**config.mk**
```make
export PLATFORM = sky130hd
export DESIGN_NAME = ncd_cell
export DESIGN_NICKNAME = d
export VERILOG_FILES = /design/src/ncd_pkg.sv /design/src/ncd_cell.sv
export SDC_FILE = /design/constraint.sdc
export NUM_CORES = 1
export LEC_CHECK = 0
export BUFFER_PORTS_ARGS = -buffer_cell sky130_fd_sc_hd__clkbuf_2
export CAP_MARGIN = 20
export CORE_AREA = 3 3 175 177
export DETAILED_ROUTE_END_ITERATION = 6
export DIE_AREA = 0 0 178 180
export GPL_TIMING_DRIVEN = 0
export PLACE_DENSITY_LB_ADDON = 0.15
export SYNTH_ARGS = -nofsm -noshare
export SYNTH_HDL_FRONTEND = slang
export SYNTH_SLANG_ARGS = --single-unit
export TNS_END_PERCENT = 5
```
**constraint.sdc**
```tcl
create_clock -name clk -period 7.27 [get_ports clk]
set_clock_uncertainty 0.15 [all_clocks]
set_input_delay 0.3635 -clock clk [delete_from_list [all_inputs] [get_ports clk]]
set_output_delay 0.3635 -clock clk [all_outputs]
set_load 0.1 [all_outputs]
```
**src/ncd_pkg.sv**
```systemverilog
package ncd_pkg;

  // Result width and limits
  localparam int OUT_W = 48;
  localparam logic [OUT_W-1:0] Q_MAX_POS = {1'b0, {(OUT_W-1){1'b1}}};
  localparam logic [OUT_W-1:0] Q_MAX_NEG = {1'b1, {(OUT_W-1){1'b0}}};

  // Control bits that travel alongside the data from the front end's last stage through every divider cell
  typedef struct packed {
    logic valid;
    logic neg;
    logic bad;
    logic ovf;
  } ctl_t;

endpackage

```
**src/ncd_cell.sv**
```systemverilog
// One restoring-division step: one quotient bit per cell
module ncd_cell #(
  parameter int QW = 74,
  parameter int DW = 49
) (
  input  logic                        clk,
  input  logic                        rst,
  input  logic                        adv,
  input  ncd_pkg::ctl_t               ctl_in,
  input  logic [QW-1:0]               num_in,
  input  logic [DW-1:0]               rem_in,
  input  logic [DW-1:0]               den_in,
  input  logic [ncd_pkg::OUT_W-1:0]   q_in,
  output ncd_pkg::ctl_t               ctl_out,
  output logic [QW-1:0]               num_out,
  output logic [DW-1:0]               rem_out,
  output logic [DW-1:0]               den_out,
  output logic [ncd_pkg::OUT_W-1:0]   q_out
);
  logic [DW:0] rem_sh;
  logic [DW:0] rem_sub;
  logic        qbit;

  always_comb begin
    rem_sh  = {rem_in, num_in[QW-1]};
    qbit    = rem_sh >= {1'b0, den_in};
    rem_sub = rem_sh - {1'b0, den_in};
  end

  always_ff @(posedge clk) begin
    if (rst) begin
      ctl_out.valid <= 1'b0;
    end else if (adv) begin
      ctl_out.valid <= ctl_in.valid;
    end
    if (adv) begin
      ctl_out.neg <= ctl_in.neg;
      ctl_out.bad <= ctl_in.bad;
      // a bit shifted out of the result window means overflow
      ctl_out.ovf <= ctl_in.ovf | q_in[ncd_pkg::OUT_W-1];
      q_out   <= {q_in[ncd_pkg::OUT_W-2:0], qbit};
      rem_out <= qbit ? rem_sub[DW-1:0] : rem_sh[DW-1:0];
      num_out <= {num_in[QW-2:0], 1'b0};
      den_out <= den_in;
    end
  end
endmodule

```
# Yosys cells after proc, flatten, opt, wreduce, memory -nomap -nowiden
# Index checks and enable logic that the tools add are counted.
[op_classes] magnitude_cmp=1 mul=0 mux=1 div=0 bitwise_logic=1 eq_ne=0 reduce_logical=0 addsub=1 n_shift=0
[ops] operator="$ge A50 B49 Y1" n=1
[ops] operator="$mux W49" n=1
[ops] operator="$sub A49 B49 Y49" n=1
[ops] operator="$or A1 B1 Y1" n=1
[totals] ff_bits=223 romBits=0 latchBits=0 n_memories=0 ramBits=0 input_bits=227

# Depth between registers and ports, before layout
# Gate-level depths: netlist (run 1).
[depth] depth_word=2 ltp_mapped=15 mapped_depth_nobuf=14

# Worst setup path after synthesis (run 1)
# Ideal clock, no wire load.
[synth_path] path_kind="input -> register" start="input port num_in[73]" end="register rem_out[26], data pin" t_required_ns=6.862 n_path_buf=1 t_arrival_ns=3.204 cell_stages=15 path_slack_ns=3.658 setup_time_ns=0.258 path_cell_list="inv_1 ha_1 inv_1 fa_1 a211oi_1 o21bai_1 a211o_1 a2111oi_4 o31a_4 o211ai_4 a211oi_4 inv_4 buf_2 nor2_1 a21oi_1"
[synth_between] elab_chain_len=2 elab_cells_between_ends=3
[synth_lines] element="start: declaration" line_no="ncd_cell.sv:10" rtl="input logic [QW-1:0] num_in,"
[synth_lines] element="$sub A49 B49 Y49 or $ge A50 B49 Y1 (tied branches)" line_no="ncd_cell.sv:27, ncd_cell.sv:26"
[synth_lines] element="$mux W49 (*)" line_no="ncd_cell.sv:42" rtl="rem_out <= qbit ? rem_sub[DW-1:0] : rem_sh[DW-1:0];"
[synth_lines] element="end signal: assignment" line_no="ncd_cell.sv:42"
[synth_lines] element="end: declaration" line_no="ncd_cell.sv:16" rtl="output logic [DW-1:0] rem_out,"
# Every way passes the cells marked *; elsewhere a longest branch is shown, timed or not.
# A chain may end at the register's enable or synchronous reset.

# Final worst setup path (run 1)
[layout_path] start="input port num_in[73]" end="register rem_out[16], data pin"
# The elaborated chain is that of the path after synthesis.

==> results of run 1 <==
-- cells in the final DEF, fill, tap and decap left out, types with 31 or more instances in the layout --
master / instances
sky130_fd_sc_hd__inv_1: 60
sky130_fd_sc_hd__xnor2_1: 31
sky130_fd_sc_hd__dlygate4sd3_1: 191
sky130_fd_sc_hd__edfxtp_1: 222
sky130_fd_sc_hd__nor2_1: 52
sky130_fd_sc_hd__clkbuf_2: 449
sky130_fd_sc_hd__a21oi_1: 81
sky130_fd_sc_hd__o21ai_0: 42
sky130_fd_sc_hd__ha_1: 49
sky130_fd_sc_hd__nand2_1: 56
-- critical path: stages --
cell	delay [ns]
sky130_fd_sc_hd__dlygate4sd3_1	0.55
sky130_fd_sc_hd__clkbuf_2	0.12
sky130_fd_sc_hd__inv_1	0.05
sky130_fd_sc_hd__ha_1	0.16
sky130_fd_sc_hd__inv_1	0.06
sky130_fd_sc_hd__fa_1	0.44
sky130_fd_sc_hd__a211oi_1	0.25
sky130_fd_sc_hd__o21bai_1	0.16
sky130_fd_sc_hd__a211o_1	0.42
sky130_fd_sc_hd__a2111oi_4	0.59
sky130_fd_sc_hd__o31a_4	0.26
sky130_fd_sc_hd__o211ai_4	0.11
sky130_fd_sc_hd__a211oi_4	0.57
sky130_fd_sc_hd__clkbuf_2	0.46
sky130_fd_sc_hd__o21ai_0	0.17
-- power by group through the flow --
stage          combinational [mW]  sequential (mW)  clock (mW)
2_1_floorplan               0.279             2.51           0
3_3_place_gp                 1.47             1.63           0
3_5_place_dp                 1.48             1.62           0
4_1_cts                      1.57             1.60        1.46
5_1_grt                      1.64             1.61        1.52
6_report                     1.57             1.60        1.43
-- worst max path at each step --
| stage | end | slack (ns) | depth (start not counted) |
|---|---|---|---|
| after global routing | rem_out[8] | 2.50 | 15 |
| final | rem_out[16] | 2.63 | 15 |
| after floorplan | rem_out[26] | 3.66 | 15 |
| after detailed placement | rem_out[16] | 2.65 | 14 |
| after CTS | rem_out[16] | 2.63 | 15 |
| after global placement | ctl_out[3] | 2.08 | 3 |
-- metrics by stage --
stage	total power, mW	cells	setup slack (ns)	utilization
CTS	4.633	1883	2.628	0.5437
finish	4.593	1884	2.626	0.5438
floorplan	2.791	805	3.658	-
global route	4.767	1884	2.495	0.5438
detailed placement	3.101	1646	2.650	0.4470
global placement	3.103	1644	2.079	0.4449
-- layout make-up --
| cell class | count | area, um2 | area share |
|---|---|---|---|
| Sequential cell | 223 | 6686 | 0.4182 |
| Timing Repair Buffer | 642 | 4223 | 0.2641 |
| Multi-Input combinational cell | 489 | 3267 | 0.2043 |
| Clock buffer | 30 | 654.4 | 0.04093 |
| Tap cell | 390 | 488.0 | 0.03052 |
| Clock inverter | 16 | 276.5 | 0.01729 |
| Inverter | 61 | 231.5 | 0.01448 |
| Buffer | 32 | 160.2 | 0.01002 |
| Antenna cell | 1 | 2.502 | 0.0001565 |
-- state kept, by name, summed over array words and instances, names as in the netlist --
| signal | count |
|---|---|
| ctl_out | 4 |
| den_out | 49 |
| q_out | 48 |
| rem_out | 49 |
| num_out | 73 |
-- layer usage --
layer | part of all wire | track usage | vias to the layer above
li1 | - | - | 4336
met1 | 0.40 | 0.2656 | 4295
met2 | 0.49 | 0.3671 | 362
met3 | 0.072 | 0.04626 | 82
met4 | 0.034 | 0.07100 | 0
met5 | 0 | 0 | -
-- cells by family after synthesis --
kind of cell	count (synthesis)
adder cells (fa/ha/maj)	50
AND/OR/NAND/NOR	169
buffers and inverters	93
other	1
AO/OA/AOI/OAI	222
XOR/XNOR	44
multiplexers	3
flip-flops	223
==> parameters.txt, run 1 <==
Parameter                              Value

Timing
  Final critical delay including setup and external delays    roughly 4.6 ns
  RSZ-0062 raised after global routing    false
  Number of failing hold endpoints at the final stage    0
  Summed negative setup slack over all endpoints    0 ns
  Worst slew margin    0.4558
  Max frequency    0.2153 GHz
  Actual slew at the worst max-slew pin    approximately 0.80 ns
  Final worst path period share    0.6388
  Count of pins over their slew limit    0
  Number of setup violations in the final report    0
  Worst hold margin    0.02431 ns

Clocking
  Post_cts resized    0
  Clock Path Buffers    3
  Worst skew pair latency    0.54 ns
  Clk root buf    sky130_fd_sc_hd__clkbuf_16
  Total clock buffers created by CTS    25
  TritonCTS clock tree    yes
  Total of hold buffers inserted after clock tree synthesis    191
  Maximum level of the CTS H-tree    1
  Post-CTS Setup Repair Bufs    0
  Clock-pin slew reported for the worst setup and hold paths after clock tree synthesis    0.06 ns
  Number of clock sinks seen by CTS    223

GRT
  Number of antenna violations at the first check in global routing    1
  Via count of the first global-routing pass    9,282
  First-pass GRT wire length    53,360 um
  Pin count of the biggest net entering global routing    87
  GRT Total Usage    0.2136
  Global route total overflow    0

Placement
  HPWL Detailed    around 26,000 um
  Port bufs    449
  Routability congestion estimate from global placement    0.8359
  Post-placement cell area    13,140 um2

Power and ir drop
  Sw Share    0.3929
  Sw Pwr    1.805 mW
  Logic gate share of total power    0.341
  Peak supply drop    between 0.00015 and 0.0002 V
  Static Leak    between 7 and 8 nW
  Design internal power    between 2 and 3 mW
  Relative contribution of the clock network to total power    0.310
  Power per cell area    287.3 nW/um2
  Sequential share of power    0.348

Detailed routing
  Routed via count divided by cell count    a little under 5
  Detail-routed net length per standard cell    ~19 um
  Antenna-violating nets left    0
  Number of iterations in the first detailed-routing pass    4
  Number of DRC markers in iteration 0    563
  Via count    about 9,100
  DRC violation count after routing    0
  Post-Route WL    35,800 um

Critical path
  Type of element launching the critical path    primary input
  Required time at the worst-slack endpoint    7.37 ns
  Register-to-register setup slack    approximately 6.0 ns
  Critical path capture point type    register
  Cell depth of the worst flop-to-flop path    3
  Maximum fanout encountered on the critical timing path    10
  Crit Reg-Reg Startpoint    ctl_out[3]
  Critical Path Start    num_in[73]
  End of the worst register-to-register path    ctl_out[3]
  Data arrival time of the critical path    roughly 4.8 ns
  Crit Path Category    in2reg

Worst hold path
  Startpoint of the most critical hold path    rem_in[15]
  Hold Crit Endpoint    rem_out[16]
  Worst hold path cell count    3
  Hold Path Class    in2reg

Yosys
  Simple-gate share of the synthesized area    0.07511
  XOR/XNOR share of the synthesized area    0.03725
  Post-synthesis async set-or-reset flop share    0
  Share of synthesized cell area in full adder, half adder and majority cells    0.06120
  Yosys top cell by area    sky130_fd_sc_hd__edfxtp_1
  Post-synthesis area per instance    12.85 um2
  FF+latch count, synth    223
  Biggest area contributors in the synthesized netlist    sky130_fd_sc_hd__edfxtp_1 64%, sky130_fd_sc_hd__ha_1 5.9%, sky130_fd_sc_hd__a21oi_1 3.9%
  Yosys warning count    0
  Synth Net Count    1,082
  Syn Std Cell Area    10,340 um2
  Synth Area in Compound Gates    0.1388
  Dominant combinational cell family by area after synthesis    compound AO/OA/AOI/OAI gates
  Most frequently used cell type in the post-synthesis netlist    sky130_fd_sc_hd__edfxtp_1
  Number of distinct library cells after synthesis    between 60 and 70
  Post-synth top area share    0.6444
  Number of enable-type register cells in the synthesized netlist    222
  Share of the yosys chip area belonging to registers    0.6463
  Most frequent cells after synthesis    222 x sky130_fd_sc_hd__edfxtp_1, 81 x sky130_fd_sc_hd__a21oi_1, 60 x sky130_fd_sc_hd__inv_1
  Cell count after synthesis    805
  Multiplexer share of the synthesized area    0.003024
  Post-synth top flop    sky130_fd_sc_hd__edfxtp_1

Layout
  Fillcell total    2,536
  Synth-to-Final Area Change    54.56%
  Cell area after layout    15,990 um2
  Layout cell share with drive strength beyond 1    0.3423
  Count of nets after finishing    about 1,800

Floorplan
  Die Height    between 150 and 200 um
  Core footprint    29,400 um2
  Area of the die    around 32,000 um2
  Effective utilization at floorplan    0.3518
  Die X    178 um
  Cell row count    63
  Boundary Pins    451

Status
  Run status    finished clean

Job
  Number of max-cap violations    0
Power figures use the tool's default switching activity.
==> inputs of run 2 (changes only) <==
==> constraint.sdc (replaced) <==
create_clock -name clk -period 4.7 [get_ports clk]
set_clock_uncertainty 0.15 [all_clocks]
set_input_delay 0.235 -clock clk [delete_from_list [all_inputs] [get_ports clk]]
set_output_delay 0.235 -clock clk [all_outputs]
set_load 0.1 [all_outputs]
==> parameters.txt, run 2 (synthesis gave the netlist of run 1 again) <==
Parameter                              Value

Detailed routing
  Max layer used    met4
  Routed via count divided by cell count    4.807
  Routed length on met1    14,500 um
  Met2 WL post-DR    17,900 um
  DRC violation count after routing    0
  Number of DRC markers in iteration 0    around 550
  WL met3    2517 um
  Post-Route WL    36,080 um
  Via count    ~9,000
  Number of iterations in the first detailed-routing pass    5
  Antenna-violating nets left    0
  Detail-routed net length per standard cell    roughly 19 um

Power and ir drop
  Static Leak    7.213 nW
  Power per cell area    roughly 440 nW/um2
  Peak supply drop    0.0002717 V

Clocking
  TritonCTS clock tree    yes
  Clock Path Buffers    3
  Total clock buffers created by CTS    25
  Clock-pin slew reported for the worst setup and hold paths after clock tree synthesis    0.06 ns
  Post-CTS Setup Repair Bufs    0
  Worst skew pair latency    0.54 ns
  Maximum level of the CTS H-tree    1
  Number of clock sinks seen by CTS    223
  Clk root buf    sky130_fd_sc_hd__clkbuf_16

Placement
  Worst slack at placement    0.2082 ns
  Routability congestion estimate from global placement    0.8359
  Port bufs    about 450
  HPWL Detailed    ~26,000 um
  # placed instances    about 1,600

Critical path
  Worst path max stage delay    0.59 ns
  Maximum fanout encountered on the critical timing path    10
  Data arrival time of the critical path    roughly 4.6 ns
  Type of element launching the critical path    primary input
  Required time at the worst-slack endpoint    4.80 ns
  Cell depth of the worst flop-to-flop path    3
  Slowest cell on the critical path    sky130_fd_sc_hd__a2111oi_4
  Crit Path Category    in2reg
  Critical path capture point type    register
  Critical Path, Cell by Cell    dlygate4sd3_1, clkbuf_2, inv_1, ha_1, inv_1, fa_1, a211oi_1, o21bai_1, a211o_1, a2111oi_4, o31a_4, o211ai_4, a211oi_4, clkbuf_2, o21ai_0

Timing
  Max frequency    0.2220 GHz
  Number of setup violations in the final report    0
  Final critical delay including setup and external delays    4.504 ns
  Final setup margin    between 0.15 and 0.2 ns
  Number of failing hold endpoints at the final stage    0
  RSZ-0062 raised after global routing    false
  Summed negative setup slack over all endpoints    0 ns
  Actual slew at the worst max-slew pin    ~0.8 ns
  Final worst path period share    0.9582
  Count of pins over their slew limit    0
  Worst slew margin    0.4589

Layout
  Fillcell total    2,509
  Flip-flop count of the largest register after layout    73
  Biggest register    num_out
  Most common cell after layout, fill and taps aside    sky130_fd_sc_hd__clkbuf_2
  Count of nets after finishing    1,784
  Synth-to-Final Area Change    57.75%
  Final standard cell utilization of the core    0.5550
  Biggest regs    num_out x73, den_out x49, rem_out x49
  Most frequent cells in the layout    449 x sky130_fd_sc_hd__clkbuf_2, 224 x sky130_fd_sc_hd__dlygate4sd3_1, 222 x sky130_fd_sc_hd__edfxtp_1
  Layout cell share with drive strength beyond 1    0.3349
  Post-layout instance count excluding filler cells    about 1,900

GRT
  Global route total overflow    0
  Via count of the first global-routing pass    about 9,500
  Pin count of the biggest net entering global routing    87
  Number of antenna violations at the first check in global routing    1
  GRT Total Usage    0.2157
  First-pass GRT wire length    54,140 um

Status
  Run status    finished clean

Floorplan
  Boundary Pins    451
  Core footprint    about 29,000 um2
  Die X    178 um
  Effective utilization at floorplan    0.3518
  Cell row count    between 60 and 70
  Die Height    180 um
  Area of the die    32,040 um2

Worst hold path
  Worst hold path cell count    1
  Hold Path Class    in2reg

Job
  Number of max-cap violations    0
==> run 2: critical path, delay by kind of cell <==
kind                     cells  cell delay [ns]
AO/OA/AOI/OAI                8             2.51
adder cells (fa/ha/maj)      2             0.60
buffers and inverters        5             1.25
==> run 2: through the flow <==
| step | hold WS (ns) | area (um2) | power (mW) |
|---|---|---|---|
| after floorplan | 0.1574 | 10340 | 4.318 |
| after global placement | 0.2487 | 13080 | 4.800 |
| after detailed placement | 0.2530 | 13140 | 4.796 |
| after CTS | 0.09084 | 16320 | 7.190 |
| after global routing | 0.1256 | 16320 | 7.400 |
| final | 0.1115 | 16320 | 7.134 |
==> run 2: worst paths after layout <==
path / startpoint / end / slack [ns]
worst max register to register: ctl_out[3] / ctl_out[3] / 3.39
worst min-delay path: adv / q_out[0] / 0.11
worst min register to register: ctl_out[3] / ctl_out[3] / 0.93
worst max-delay path: num_in[73] / rem_out[16] / 0.20
==> run 2: repair_timing <==
action                     in CTS  in global routing
hold endpoints to repair      222                  0
hold buffers                  224                  0
gates resized for setup         0                  0
setup endpoints to repair       0                  0
==> run 2: area by class of cell <==
cell class | instances | area [um2] | area share
Clock inverter | 16 | 276.5 | 0.01694
Multi-Input combinational cell | 489 | 3267 | 0.2002
Clock buffer | 30 | 654.4 | 0.04010
Antenna cell | 1 | 2.502 | 0.0001533
Sequential cell | 223 | 6686 | 0.4097
Tap cell | 390 | 488.0 | 0.02990
Buffer | 32 | 160.2 | 0.009814
Inverter | 61 | 231.5 | 0.01418
Timing Repair Buffer | 675 | 4553 | 0.2790
==> run 2: layer usage <==
layer  global-route usage  vias to the layer above
li1                     -                     4409
met1               0.2675                     4352
met2               0.3720                      376
met3              0.04626                       78
met4              0.07132                        0
met5                    0                        -
==> run 2: power by group <==
part	internal (mW)	leakage [nW]	switching (mW)
clock network	1.39	0.450	0.826
logic	0.526	4.58	1.92
registers	2.42	2.18	0.0554
==> inputs of run 3 (changes only) <==
--- a/config.mk
+++ b/config.mk
@@ -5,11 +5,11 @@
 export SDC_FILE = /design/constraint.sdc
 export NUM_CORES = 1
 export LEC_CHECK = 0
-export BUFFER_PORTS_ARGS = -buffer_cell sky130_fd_sc_hd__clkbuf_2
 export CAP_MARGIN = 20
 export CORE_AREA = 3 3 175 177
 export DETAILED_ROUTE_END_ITERATION = 6
 export DIE_AREA = 0 0 178 180
+export DONT_BUFFER_PORTS = 1
 export GPL_TIMING_DRIVEN = 0
 export PLACE_DENSITY_LB_ADDON = 0.15
 export SYNTH_ARGS = -nofsm -noshare
==> parameters.txt, run 3 (synthesis gave the netlist of run 1 again) <==
Parameter                              Value

Detailed routing
  Detail-routed net length per standard cell    22.79 um
  Number of DRC markers in iteration 0    528
  Post-Route WL    33,460 um
  Antenna-violating nets left    0
  Number of iterations in the first detailed-routing pass    5
  DRC violation count after routing    0
  Routed via count divided by cell count    5.123
  Via count    7,520

Power and ir drop
  Static Leak    between 5 and 6 nW
  Peak supply drop    0.0002387 V
  Power per cell area    467.2 nW/um2

Timing
  Final critical delay including setup and external delays    4.315 ns
  Final worst path period share    0.9180
  Count of pins over their slew limit    0
  Worst slew margin    0.2802
  Number of setup violations in the final report    0
  Summed negative setup slack over all endpoints    0 ns
  Max frequency    0.2318 GHz
  Actual slew at the worst max-slew pin    1.082 ns
  RSZ-0062 raised after global routing    false
  Number of failing hold endpoints at the final stage    113
  Worst hold margin    -0.3037 ns

Layout
  Flip-flop count of the largest register after layout    73
  Most common cell after layout, fill and taps aside    sky130_fd_sc_hd__dlygate4sd3_1
  Layout cell share with drive strength beyond 1    0.05288
  Biggest regs    num_out x73, den_out x49, rem_out x49
  Synth-to-Final Area Change    34.18%
  Count of nets after finishing    approximately 1,300
  Fillcell total    2,603
  Biggest register    num_out
  FF/Latch Area    6686 um2
  Most frequent cells in the layout    225 x sky130_fd_sc_hd__dlygate4sd3_1, 222 x sky130_fd_sc_hd__edfxtp_1, 81 x sky130_fd_sc_hd__a21oi_1
  Area of the multi-input gates    about 3300 um2
  Post-layout instance count excluding filler cells    1,468
  Diode count    0
  Final standard cell utilization of the core    0.4721

Status
  Run status    finished, violations left
  Violations in the final reports    hold timing

Critical path
  Capture point of the worst path    rem_out[0]
  Cell depth of the worst flop-to-flop path    3
  Type of element launching the critical path    primary input
  Register-to-register setup slack    roughly 2.7 ns
  Crit Reg-Reg Startpoint    ctl_out[3]
  Critical Path Start    rem_in[0]
  Critical path capture point type    register
  End of the worst register-to-register path    ctl_out[3]
  Data arrival time of the critical path    4.54 ns
  Crit Path Category    in2reg
  Required time at the worst-slack endpoint    roughly 5 ns
  Maximum fanout encountered on the critical timing path    10

GRT
  Pin count of the biggest net entering global routing    between 200 and 250
  Global route total overflow    0
  Number of antenna violations at the first check in global routing    1
  First-pass GRT wire length    48,160 um
  Via count of the first global-routing pass    7,817
  GRT Total Usage    0.1968

Clocking
  Post_cts resized    0
  Total clock buffers created by CTS    24
  Maximum level of the CTS H-tree    1
  Clk root buf    sky130_fd_sc_hd__clkbuf_16
  TritonCTS clock tree    yes
  Clock-pin slew reported for the worst setup and hold paths after clock tree synthesis    ~0.070 ns
  Total of hold buffers inserted after clock tree synthesis    approximately 230
  Clock Path Buffers    3
  Number of clock sinks seen by CTS    roughly 220
  Worst skew pair latency    0.51 ns

Placement
  HPWL Detailed    23,430 um
  Routability congestion estimate from global placement    0.8249
  # placed instances    1,195
  Port bufs    0

Floorplan
  Core footprint    ~29,000 um2
  Cell row count    63
  Effective utilization at floorplan    0.3518
  Die X    178 um
  Area of the die    around 32,000 um2
  Die Height    180 um
  Boundary Pins    451

Worst hold path
  Hold Path Class    in2reg

Job
  Number of max-cap violations    0
-- run 3: changes by cell type in the layout (fill, tap and decap cells not counted), sizes merged --
cell and delta:
bufinv -5, inv -1, dlygate4sd3 +1, clkbuf -449, clkinv +4, diode -1, buf +2
-- run 3: worst min path at each step --
stage	endpoint	start	depth (start not counted)	slack [ns]
2_1_floorplan	ctl_out[3]	rst	1	0.16
3_3_place_gp	ctl_out[3]	rst	1	0.16
3_5_place_dp	ctl_out[3]	rst	1	0.16
4_1_cts	q_out[0]	adv	0	-0.32
5_1_grt	rem_out[35]	adv	0	-0.33
6_report	rem_out[35]	adv	0	-0.30
-- run 3: worst max-delay path, stage by stage --
cell	delay, ns
sky130_fd_sc_hd__dlygate4sd3_1	0.58
sky130_fd_sc_hd__fa_1	0.50
sky130_fd_sc_hd__a211oi_1	0.24
sky130_fd_sc_hd__o21bai_1	0.16
sky130_fd_sc_hd__a211o_1	0.41
sky130_fd_sc_hd__a2111oi_4	0.59
sky130_fd_sc_hd__o31a_4	0.26
sky130_fd_sc_hd__o211ai_4	0.11
sky130_fd_sc_hd__a211oi_4	0.24
sky130_fd_sc_hd__buf_4	0.18
sky130_fd_sc_hd__buf_2	0.31
sky130_fd_sc_hd__nand2_1	0.09
sky130_fd_sc_hd__dlygate4sd3_1	0.56
sky130_fd_sc_hd__o21ai_0	0.07
-- run 3: metrics by stage --
stage	area (um2)	setup slack, ns	power (mW)	hold slack, ns
5_1_grt	13880	0.1833	6.709	-0.3265
6_report	13880	0.3853	6.485	-0.3037
2_1_floorplan	10340	1.217	4.318	0.1574
4_1_cts	13850	0.008050	6.533	-0.3246
3_5_place_dp	10830	0.04607	4.506	0.1618
3_3_place_gp	10830	0.03394	4.512	0.1627
-- run 3: where the power goes --
part           internal [mW]  switching, mW
clock network           1.08          0.767
logic                  0.351          0.385
registers               2.44           1.46
total                   3.87           2.62
-- run 3: cell type report --
type | instances | share of cell area
flip-flops and latches | 223 | 0.4817
plain buffers | 32 | 0.01154
clock inverters | 14 | 0.008743
clock buffers | 30 | 0.04642
multi-input cells | 489 | 0.2354
well taps | 390 | 0.03515
repair buffers | 229 | 0.1644
inverters | 61 | 0.01668
-- run 3: repair_timing --
item / CTS / global route
setup endpoints to repair: 0 / 1
endpoints found under the hold margin: 444 / 222
setup buffers: 0 / 4
-- run 3: metal layers --
layer  routed length (um)  vias up  global-route usage
met4                  655        2             0.04493
met5                   13        -                   0
met2                16560      369              0.3424
met3                 2953       44             0.05450
li1                     -     3507                   -
met1                13270     3598              0.2423
